[config.mk]
export PLATFORM = sky130hd
export DESIGN_NAME = double_hash_table
export DESIGN_NICKNAME = d
export VERILOG_FILES = /design/src/hw/rtl/dht_pkg.sv /design/src/hw/rtl/dht_front.sv /design/src/hw/rtl/dht_queue.sv /design/src/hw/rtl/dht_back.sv /design/src/hw/rtl/double_hash_table.sv
export SDC_FILE = /design/constraint.sdc
export NUM_CORES = 2
export LEC_CHECK = 0
export ABC_AREA = 1
export BUFFER_PORTS_ARGS = -buffer_cell sky130_fd_sc_hd__buf_2
export CORE_AREA = 2 2 340 342
export DETAILED_ROUTE_END_ITERATION = 8
export DIE_AREA = 0 0 342 344
export GPL_TIMING_DRIVEN = 0
export PLACE_DENSITY = 0.6
export SKIP_CTS_REPAIR_TIMING = 1
export SLEW_MARGIN = 20
export SYNTH_ARGS = -nofsm -noshare
export SYNTH_HDL_FRONTEND = slang
export SYNTH_SLANG_ARGS = --single-unit
[constraint.sdc]
create_clock -name i_clk -period 16.9 [get_ports i_clk]
set_input_delay 0.845 -clock i_clk [delete_from_list [all_inputs] [get_ports i_clk]]
set_output_delay 0.845 -clock i_clk [all_outputs]
set_load 0.03 [all_outputs]
[src/hw/rtl/dht_pkg.sv]
`default_nettype none
// ----------------------------------------------------------------------------
// dht_pkg
// Shared types, codes and sizes of the double hashing table.
// ----------------------------------------------------------------------------
package dht_pkg;

    localparam int KEY_W            = 31;
    localparam int OP_W             = 2;
    localparam int STATUS_W         = 2;
    localparam int SLOT_W           = 4;
    localparam int TABLE_SIZE_DEF   = 13;
    localparam int STEP_MODULUS_DEF = 11;
    localparam int QUEUE_DEPTH_DEF  = 2;

    localparam logic [OP_W-1:0] OP_INSERT = 2'd0;
    localparam logic [OP_W-1:0] OP_SEARCH = 2'd1;
    localparam logic [OP_W-1:0] OP_DELETE = 2'd2;

    localparam logic [STATUS_W-1:0] ST_DONE    = 2'd0;
    localparam logic [STATUS_W-1:0] ST_MISSING = 2'd1;
    localparam logic [STATUS_W-1:0] ST_FULL    = 2'd2;

    typedef struct packed {
        logic [OP_W-1:0]  op;
        logic [KEY_W-1:0] key;
    } t_in_word;

    typedef struct packed {
        logic [STATUS_W-1:0] status;
        logic [SLOT_W-1:0]   slot;
    } t_out_word;

endpackage

`default_nettype wire

[src/hw/rtl/dht_front.sv]
`default_nettype none
// ----------------------------------------------------------------------------
// dht_front
// Takes a command word, works out the home slot and the probe step by
// reciprocal multiplication, and hands the job to the queue.
// ----------------------------------------------------------------------------
module dht_front import dht_pkg::*; #(
    parameter int TABLE_SIZE   = TABLE_SIZE_DEF,
    parameter int STEP_MODULUS = STEP_MODULUS_DEF,
    localparam int HW          = $clog2(TABLE_SIZE),
    localparam int JOB_W       = OP_W + KEY_W + 2 * HW
) (
    input  wire logic             i_clk,
    input  wire logic             i_rst_n,
    input  wire logic             i_start,
    input  wire t_in_word         i_word,
    output logic                  o_busy,
    output logic                  o_push,
    output logic [JOB_W-1:0]      o_job,
    input  wire logic             i_full
);

    // q = (x * m) >> s is exact for every x below 2**n with s = n + clog2(d)
    localparam int SWL = $clog2(STEP_MODULUS);
    localparam int VW  = $clog2(STEP_MODULUS + 1);
    localparam int SH  = KEY_W + HW;
    localparam int SS  = KEY_W + SWL;
    localparam int SV  = VW + HW;
    localparam int PH  = KEY_W + SH;
    localparam int PS  = KEY_W + SS;
    localparam int PV  = VW + SV;

    localparam longint M_H_L = ((longint'(1) << SH) + longint'(TABLE_SIZE) - 1) /
                               longint'(TABLE_SIZE);
    localparam longint M_S_L = ((longint'(1) << SS) + longint'(STEP_MODULUS) - 1) /
                               longint'(STEP_MODULUS);
    localparam longint M_V_L = ((longint'(1) << SV) + longint'(TABLE_SIZE) - 1) /
                               longint'(TABLE_SIZE);

    localparam logic [KEY_W+1:0] M_H = (KEY_W+2)'(M_H_L);
    localparam logic [KEY_W+1:0] M_S = (KEY_W+2)'(M_S_L);
    localparam logic [VW+1:0]    M_V = (VW+2)'(M_V_L);

    typedef enum logic [5:0] {
        F_IDLE = 6'b000001,
        F_MUL  = 6'b000010,
        F_SUB  = 6'b000100,
        F_VMUL = 6'b001000,
        F_VSUB = 6'b010000,
        F_PUSH = 6'b100000
    } t_fstate;

    t_fstate          r_state, n_state;
    logic [OP_W-1:0]  r_op, n_op;
    logic [KEY_W-1:0] r_key, n_key;
    logic [KEY_W-1:0] r_qh, n_qh;
    logic [KEY_W-1:0] r_qs, n_qs;
    logic [VW-1:0]    r_v, n_v;
    logic [VW-1:0]    r_qv, n_qv;
    logic [HW-1:0]    r_home, n_home;
    logic [HW-1:0]    r_step, n_step;

    logic [PH-1:0]    prod_h;
    logic [PS-1:0]    prod_s;
    logic [PV-1:0]    prod_v;
    logic [KEY_W-1:0] rem_h;
    logic [KEY_W-1:0] rem_s;
    logic [VW-1:0]    rem_v;

    assign prod_h = PH'(r_key) * PH'(M_H);
    assign prod_s = PS'(r_key) * PS'(M_S);
    assign prod_v = PV'(r_v) * PV'(M_V);
    assign rem_h  = r_key - r_qh * KEY_W'(TABLE_SIZE);
    assign rem_s  = r_key - r_qs * KEY_W'(STEP_MODULUS);
    assign rem_v  = r_v - r_qv * VW'(TABLE_SIZE);

    always_comb begin
        n_state = r_state;
        n_op    = r_op;
        n_key   = r_key;
        n_qh    = r_qh;
        n_qs    = r_qs;
        n_v     = r_v;
        n_qv    = r_qv;
        n_home  = r_home;
        n_step  = r_step;
        o_push  = 1'b0;
        unique case (r_state)
            F_IDLE: begin
                if (i_start) begin
                    n_op    = i_word.op;
                    n_key   = i_word.key;
                    n_state = F_MUL;
                end
            end
            F_MUL: begin
                n_qh    = prod_h[PH-1:SH];
                n_qs    = prod_s[PS-1:SS];
                n_state = F_SUB;
            end
            F_SUB: begin
                n_home  = rem_h[HW-1:0];
                n_v     = VW'(rem_s) + VW'(1);
                n_state = F_VMUL;
            end
            F_VMUL: begin
                n_qv    = prod_v[PV-1:SV];
                n_state = F_VSUB;
            end
            F_VSUB: begin
                n_step  = HW'(rem_v);
                n_state = F_PUSH;
            end
            F_PUSH: begin
                if (!i_full) begin
                    o_push  = 1'b1;
                    n_state = F_IDLE;
                end
            end
            default: begin
                n_state = F_IDLE;
            end
        endcase
    end

    always_ff @(posedge i_clk) begin
        if (!i_rst_n) begin
            r_state <= F_IDLE;
        end else begin
            r_state <= n_state;
        end
    end

    always_ff @(posedge i_clk) begin
        r_op   <= n_op;
        r_key  <= n_key;
        r_qh   <= n_qh;
        r_qs   <= n_qs;
        r_v    <= n_v;
        r_qv   <= n_qv;
        r_home <= n_home;
        r_step <= n_step;
    end

    assign o_busy = (r_state != F_IDLE);
    assign o_job  = {r_op, r_key, r_home, r_step};

endmodule

`default_nettype wire

[src/hw/rtl/dht_queue.sv]
`default_nettype none
// ----------------------------------------------------------------------------
// dht_queue
// Small first-in first-out buffer of hashed jobs between front and back.
// ----------------------------------------------------------------------------
module dht_queue import dht_pkg::*; #(
    parameter int WIDTH = 8,
    parameter int DEPTH = QUEUE_DEPTH_DEF
) (
    input  wire logic             i_clk,
    input  wire logic             i_rst_n,
    input  wire logic             i_push,
    input  wire logic [WIDTH-1:0] i_data,
    output logic                  o_full,
    input  wire logic             i_pop,
    output logic [WIDTH-1:0]      o_data,
    output logic                  o_empty
);

    localparam int AW = (DEPTH > 1) ? $clog2(DEPTH) : 1;

    logic [WIDTH-1:0] r_data [DEPTH];
    logic [AW:0]      r_wr_ptr, n_wr_ptr;
    logic [AW:0]      r_rd_ptr, n_rd_ptr;

    assign o_empty = (r_wr_ptr == r_rd_ptr);
    assign o_full  = (r_wr_ptr[AW] != r_rd_ptr[AW]) &&
                     (r_wr_ptr[AW-1:0] == r_rd_ptr[AW-1:0]);
    assign o_data  = r_data[r_rd_ptr[AW-1:0]];

    always_comb begin
        n_wr_ptr = r_wr_ptr;
        n_rd_ptr = r_rd_ptr;
        if (i_push && !o_full) begin
            n_wr_ptr = r_wr_ptr + 1'b1;
        end
        if (i_pop && !o_empty) begin
            n_rd_ptr = r_rd_ptr + 1'b1;
        end
    end

    always_ff @(posedge i_clk) begin
        if (!i_rst_n) begin
            r_wr_ptr <= '0;
            r_rd_ptr <= '0;
        end else begin
            r_wr_ptr <= n_wr_ptr;
            r_rd_ptr <= n_rd_ptr;
        end
    end

    always_ff @(posedge i_clk) begin
        if (i_push && !o_full) begin
            r_data[r_wr_ptr[AW-1:0]] <= i_data;
        end
    end

endmodule

`default_nettype wire

[src/hw/rtl/dht_back.sv]
`default_nettype none
// ----------------------------------------------------------------------------
// dht_back
// Walks the probe sequence of one job through the slot memory, one slot a
// cycle, applies the insert or delete and registers the result word.
// ----------------------------------------------------------------------------
module dht_back import dht_pkg::*; #(
    parameter int TABLE_SIZE = TABLE_SIZE_DEF,
    localparam int HW        = $clog2(TABLE_SIZE),
    localparam int JOB_W     = OP_W + KEY_W + 2 * HW
) (
    input  wire logic             i_clk,
    input  wire logic             i_rst_n,
    input  wire logic [JOB_W-1:0] i_job,
    input  wire logic             i_empty,
    output logic                  o_pop,
    output logic                  o_result_valid,
    output t_out_word             o_result
);

    localparam int CNW = $clog2(TABLE_SIZE + 1);

    typedef enum logic [2:0] {
        B_CLEAR = 3'b001,
        B_IDLE  = 3'b010,
        B_PROBE = 3'b100
    } t_bstate;

    function automatic logic [HW-1:0] f_adv(input logic [HW-1:0] p, input logic [HW-1:0] s);
        logic [HW:0] n;
        n = {1'b0, p} + {1'b0, s};
        if (n >= (HW+1)'(TABLE_SIZE)) begin
            n = n - (HW+1)'(TABLE_SIZE);
        end
        return n[HW-1:0];
    endfunction

    function automatic logic [SLOT_W-1:0] f_slot(input logic [HW-1:0] p);
        logic [SLOT_W+HW-1:0] w;
        w = {{SLOT_W{1'b0}}, p};
        return w[SLOT_W-1:0];
    endfunction

    // slot memory: valid flag on top of the key
    logic [KEY_W:0]   r_slots [TABLE_SIZE];
    logic [KEY_W:0]   r_rd;

    t_bstate          r_state, n_state;
    logic [OP_W-1:0]  r_op;
    logic [KEY_W-1:0] r_key;
    logic [HW-1:0]    r_step;
    logic [HW-1:0]    r_pos, n_pos;
    logic [CNW-1:0]   r_iss, n_iss;
    logic             r_cmp_vld, n_cmp_vld;
    logic [HW-1:0]    r_cmp_pos, n_cmp_pos;
    logic [CNW-1:0]   r_cnt, n_cnt;
    logic             r_res_vld, n_res_vld;
    t_out_word        r_res, n_res;

    logic [OP_W-1:0]  j_op;
    logic [KEY_W-1:0] j_key;
    logic [HW-1:0]    j_home;
    logic [HW-1:0]    j_step;

    logic             rd_en;
    logic             wr_en;
    logic [HW-1:0]    wr_addr;
    logic [KEY_W:0]   wr_data;
    logic             hit;

    assign j_step = i_job[HW-1:0];
    assign j_home = i_job[2*HW-1:HW];
    assign j_key  = i_job[2*HW+KEY_W-1:2*HW];
    assign j_op   = i_job[JOB_W-1:JOB_W-OP_W];

    assign hit = r_cmp_vld && ((r_op == OP_INSERT) ? !r_rd[KEY_W] :
                 (r_rd[KEY_W] && (r_rd[KEY_W-1:0] == r_key)));

    always_comb begin
        n_state   = r_state;
        n_pos     = r_pos;
        n_iss     = r_iss;
        n_cmp_vld = r_cmp_vld;
        n_cmp_pos = r_cmp_pos;
        n_cnt     = r_cnt;
        n_res_vld = 1'b0;
        n_res     = r_res;
        o_pop     = 1'b0;
        rd_en     = 1'b0;
        wr_en     = 1'b0;
        wr_addr   = r_pos;
        wr_data   = '0;
        unique case (r_state)
            B_CLEAR: begin
                wr_en = 1'b1;
                if (r_pos == HW'(TABLE_SIZE - 1)) begin
                    n_pos   = '0;
                    n_state = B_IDLE;
                end else begin
                    n_pos = r_pos + 1'b1;
                end
            end
            B_IDLE: begin
                if (!i_empty) begin
                    o_pop     = 1'b1;
                    n_pos     = j_home;
                    n_iss     = '0;
                    n_cmp_vld = 1'b0;
                    if (j_op == OP_INSERT && r_cnt == CNW'(TABLE_SIZE)) begin
                        n_res_vld = 1'b1;
                        n_res     = '{status: ST_FULL, slot: '0};
                    end else if (j_op == OP_INSERT || j_op == OP_SEARCH ||
                                 j_op == OP_DELETE) begin
                        n_state = B_PROBE;
                    end else begin
                        n_res_vld = 1'b1;
                        n_res     = '{status: ST_MISSING, slot: '0};
                    end
                end
            end
            B_PROBE: begin
                if (r_iss < CNW'(TABLE_SIZE)) begin
                    rd_en     = 1'b1;
                    n_pos     = f_adv(r_pos, r_step);
                    n_iss     = r_iss + 1'b1;
                    n_cmp_vld = 1'b1;
                    n_cmp_pos = r_pos;
                end else begin
                    n_cmp_vld = 1'b0;
                end
                if (hit) begin
                    wr_addr   = r_cmp_pos;
                    n_res_vld = 1'b1;
                    n_res     = '{status: ST_DONE, slot: f_slot(r_cmp_pos)};
                    n_cmp_vld = 1'b0;
                    n_state   = B_IDLE;
                    if (r_op == OP_INSERT) begin
                        wr_en   = 1'b1;
                        wr_data = {1'b1, r_key};
                        n_cnt   = r_cnt + 1'b1;
                    end else if (r_op == OP_DELETE) begin
                        wr_en   = 1'b1;
                        wr_data = {1'b0, r_key};
                        n_cnt   = r_cnt - 1'b1;
                    end
                end else if (r_cmp_vld && r_iss == CNW'(TABLE_SIZE)) begin
                    n_res_vld = 1'b1;
                    n_res     = '{status: (r_op == OP_INSERT) ? ST_FULL : ST_MISSING,
                                  slot: '0};
                    n_cmp_vld = 1'b0;
                    n_state   = B_IDLE;
                end
            end
            default: begin
                n_state = B_IDLE;
            end
        endcase
    end

    always_ff @(posedge i_clk) begin
        if (!i_rst_n) begin
            r_state   <= B_CLEAR;
            r_pos     <= '0;
            r_iss     <= '0;
            r_cmp_vld <= 1'b0;
            r_cnt     <= '0;
            r_res_vld <= 1'b0;
        end else begin
            r_state   <= n_state;
            r_pos     <= n_pos;
            r_iss     <= n_iss;
            r_cmp_vld <= n_cmp_vld;
            r_cnt     <= n_cnt;
            r_res_vld <= n_res_vld;
        end
    end

    always_ff @(posedge i_clk) begin
        r_cmp_pos <= n_cmp_pos;
        r_res     <= n_res;
        if (o_pop) begin
            r_op   <= j_op;
            r_key  <= j_key;
            r_step <= j_step;
        end
    end

    always_ff @(posedge i_clk) begin
        if (wr_en) begin
            r_slots[wr_addr] <= wr_data;
        end
        if (rd_en) begin
            r_rd <= r_slots[r_pos];
        end
    end

    assign o_result_valid = r_res_vld;
    assign o_result       = r_res;

endmodule

`default_nettype wire

[src/hw/rtl/double_hash_table.sv]
`default_nettype none
// ----------------------------------------------------------------------------
// double_hash_table
// Open-addressed key table with double hashing: insert, search and delete.
// ----------------------------------------------------------------------------
// A command word is taken when start is high and busy is low. The front
// works out key mod TABLE_SIZE and (1 + key mod STEP_MODULUS) mod TABLE_SIZE
// by reciprocal multiplication, each product followed by a subtract step;
// busy stays high after a word is taken until its job is pushed, which
// waits while the two-entry queue is full. The back pops a job and probes one
// slot a cycle, the compare in the cycle after the read, and stops early
// when it finds the key or, for an insert, an empty slot; an insert into a
// full table or an unused op is answered without a probe. The back pops the
// next job only once it is through with the last. Each word gives one
// result word, shown for one cycle with o_result_valid; the receiver cannot
// stall it. After reset the back clears every slot of the slot memory before
// it starts on the first job.
module double_hash_table import dht_pkg::*; #(
    parameter int TABLE_SIZE   = TABLE_SIZE_DEF,
    parameter int STEP_MODULUS = STEP_MODULUS_DEF
) (
    input  wire logic      i_clk,
    input  wire logic      i_rst_n,
    input  wire logic      start,
    output logic           busy,
    input  wire t_in_word  i_in,
    output logic           o_result_valid,
    output t_out_word      o_result
);

    localparam int HW    = $clog2(TABLE_SIZE);
    localparam int JOB_W = OP_W + KEY_W + 2 * HW;

    logic             push;
    logic             full;
    logic             pop;
    logic             empty;
    logic [JOB_W-1:0] job_in;
    logic [JOB_W-1:0] job_out;

    dht_front #(
        .TABLE_SIZE   (TABLE_SIZE),
        .STEP_MODULUS (STEP_MODULUS)
    ) u_front (
        .i_clk   (i_clk),
        .i_rst_n (i_rst_n),
        .i_start (start),
        .i_word  (i_in),
        .o_busy  (busy),
        .o_push  (push),
        .o_job   (job_in),
        .i_full  (full)
    );

    dht_queue #(
        .WIDTH (JOB_W),
        .DEPTH (QUEUE_DEPTH_DEF)
    ) u_queue (
        .i_clk   (i_clk),
        .i_rst_n (i_rst_n),
        .i_push  (push),
        .i_data  (job_in),
        .o_full  (full),
        .i_pop   (pop),
        .o_data  (job_out),
        .o_empty (empty)
    );

    dht_back #(
        .TABLE_SIZE (TABLE_SIZE)
    ) u_back (
        .i_clk          (i_clk),
        .i_rst_n        (i_rst_n),
        .i_job          (job_out),
        .i_empty        (empty),
        .o_pop          (pop),
        .o_result_valid (o_result_valid),
        .o_result       (o_result)
    );

endmodule

`default_nettype wire

==> out/qor.csv <==
stage,metric,value,unit
drt,drc,0,
timing,hold_violations,0,
timing,fmax,123,MHz
placement,gp_congestion,0.934,
timing,setup_ws,8.76,ns
timing,setup_viol,0,
timing,slew_headroom,0.218,
placement,dp_hpwl,97300,um
floorplan,dieArea,0.118,mm^2
synth,synth_compound_area_frac,0.0724,
layout,final_common_cell,inv_1,
floorplan,initial_core_util,0.398,
clock_network,cts_tree,done,
worst_setup_path,arrival,8.42,ns
clock_network,cts_root_buf,clkbuf_16,
worst_setup_path,rrSetupSlack,8.76,ns
worst_setup_path,r2r_cells,20,
synth,ys_warn_count,0,
outcome,status,finished clean,
layout,drive_gt1_frac,0.0533,
layout,final_cells,5787,
drt,initialDrtViolationCount,2176,
timing,drv_slew,0,
synth,synthAdderAreaFrac,0.322,
floorplan,core_area,0.114,mm^2
clock_network,clk_pin_slew,0.07,ns
drt,met2_length,60600,um
synth,synth.area.mux_share,0,
drt,wl_met1,51400,um
drt,drt_wl_total,123000,um
worst_setup_path,worstSetupStartpointType,register,
layout,diodes,0,
worst_hold_path,min_path_type,in -> reg,
clock_network,cts_made_buffers,70,
drt,top_layer,met5,
grt,track_usage,0.214,
synth,ys_async_sr_fraction,0,
worst_setup_path,r2r-end,u_front.r_qh[1]$_DFFE_PP_,
synth,syn-num-nets,5014,
grt,grt_pass1_vias,30100,
timing,fin_worst_skew,0.0282,ns
synth,ys_seq_elements,659,
grt,grt-ovfl-total,0,
worst_setup_path,worst-endpoint-required,17.18,ns
clock_network,cts_max_path_buffers,3,
drt,vias,28900,
synth,syn_inst,4084,
timing,tns,0,ns
synth,yosys.cell_types.count,51,
synth,synth_xor_area_frac,0.0139,
worst_hold_path,hold_depth,1,
placement,dpl.cell_count,5663,
synth,synth_area,0.0454,mm^2
floorplan,design.portCount,44,
worst_setup_path,end_kind,register,
timing,whs,0.380,ns
placement,place_ws,8.81,ns
placement,portBuffers,43,
worst_setup_path,r2r_start,u_front.r_key[11]$_DFFE_PP_,
drt,drt-wirelength-per-cell,21.2,um
grt,grt_pass1_wl,186000,um
grt,grt_max_degree,33,
worst_hold_path,min_to,u_front.r_key[30]$_DFFE_PP_,
synth,ys_seq_area_frac,0.430,
synth,synth.area.top_cells,"edfxtp_1, fa_1, ha_1",
run,cap_viol_max_count,0,
worst_setup_path,cp_max_fo,11,
drt,drt_first_pass_iters,5,
grt,antenna_found_initial,3,
floorplan,die_w,342,um
clock_network,htree_levels,3,
timing,min_period,8.14,ns
timing,grt_setup_unrepaired,no,
floorplan,fp.dieH,344,um
synth,synth-edff-count,631,
synth,postSynthAreaPerCell,11.1,um^2
timing,fin_crit_sh,0.481,
synth,synth_simple_gate_area_frac,0.0765,
drt,viasPerCell,5.00,
layout,mostFrequentLayoutCells,"inv_1, edfxtp_1, fa_1",
worst_setup_path,worstSetupPathType,reg -> reg,
synth,synth_top_area_frac,0.418,
synth,synth_area_leader_cell,edfxtp_1,
layout,area_growth_syn_to_layout,10.8,%
layout,final_nets,5154,
floorplan,row_count,124,
worst_hold_path,min_from,i_in[30],
drt,dr_wl_met3,6310,um
clock_network,cts.sinks,659,
timing,worst_pin_slew,1.17,ns
synth,synthFlopType,edfxtp_1,
clock_network,clk_latency,0.64,ns
drt,postRouteAntennaNets,0,
synth,synth_top_family_by_area,adder cells,
==> cell families after synthesis <==
logic type      after synthesis
buf+inv                    1019
fa+ha+maj                   894
simple gates                857
flops                       659
compound gates              583
xor+xnor                     72
==> metal layers <==
layer  global-route usage  vias up
met2                0.371      830
met4               0.0763        6
met5                    0        -
met1                0.276    14300
li1                     -    13600
met3               0.0287      189
==> final cells by class <==
cell class / instances / area, um^2
fill: 10700 / 63600
clock buffer: 86 / 1810
sequential: 659 / 19500
clock inverter: 37 / 355
inverter: 919 / 3450
multi-input combinational: 2406 / 22200
buffer: 100 / 403
timing repair buffer: 68 / 728
tap: 1512 / 1890
==> flip-flops by register name, indices dropped and copies added, names as in the netlist, 6 cells and up, named ones only <==
| register | cells |
|---|---|
| u_back.o_result | 6 |
| u_back.r_rd | 32 |
| u_back.r_slots | 416 |
| u_back.r_key | 31 |
| u_queue.r_data | 82 |
| u_front.r_state | 6 |
| u_front.r_key | 31 |
==> Yosys cell counts (10+ instances only) <==
cell / number
nand2_1: 359
buf_2: 10
nor4_1: 11
o221ai_1: 20
fa_1: 459
xnor2_1: 43
nand3_1: 40
a21oi_1: 97
o211ai_1: 20
nor2_1: 385
o22ai_1: 90
inv_2: 10
o21ai_0: 307
nor3_1: 18
ha_1: 435
dfxtp_1: 28
inv_1: 907
edfxtp_1: 631
xor2_1: 29
nand4_1: 18
clkbuf_1: 82
==> worst max path at each step <==
| stage | start | endpoint | slack, ns |
|---|---|---|---|
| finish | u_front.r_key[11]$_DFFE_PP_ | u_front.r_qh[1]$_DFFE_PP_ | 8.76 |
| floorplan | u_front.r_key[6]$_DFFE_PP_ | u_front.r_qh[3]$_DFFE_PP_ | 10.59 |
| detailed placement | u_front.r_key[11]$_DFFE_PP_ | u_front.r_qh[1]$_DFFE_PP_ | 8.81 |
| global route | u_front.r_key[11]$_DFFE_PP_ | u_front.r_qh[1]$_DFFE_PP_ | 8.60 |
| global placement | u_front.r_key[3]$_DFFE_PP_ | u_front.r_qh[1]$_DFFE_PP_ | 8.78 |
| CTS | u_front.r_key[11]$_DFFE_PP_ | u_front.r_qh[1]$_DFFE_PP_ | 8.79 |
==> critical path, stage by stage, from the launching register on <==
cell and delay, ns:
edfxtp_1 0.90, inv_1 0.33, ha_1 0.43, inv_1 0.20
fa_1 0.50, fa_1 0.51, fa_1 0.51, inv_1 0.06
fa_1 0.53, inv_1 0.06, fa_1 0.53, fa_1 0.55
inv_1 0.05, fa_1 0.57, inv_1 0.05, ha_1 0.36
nand2_1 0.14, nor4_1 0.45, nand4_1 0.17, nand2_1 0.13
xor2_1 0.75
==> through the flow <==
step	util	instance area, um^2
6_report	0.442	50300
5_1_grt	0.442	50300
4_1_cts	0.442	50300
3_5_place_dp	0.423	48100
3_3_place_gp	0.417	47500
2_1_floorplan	-	45400
Power is not shown: default switching activity piles up to over one toggle a cycle in this logic, so the estimate is an artifact.
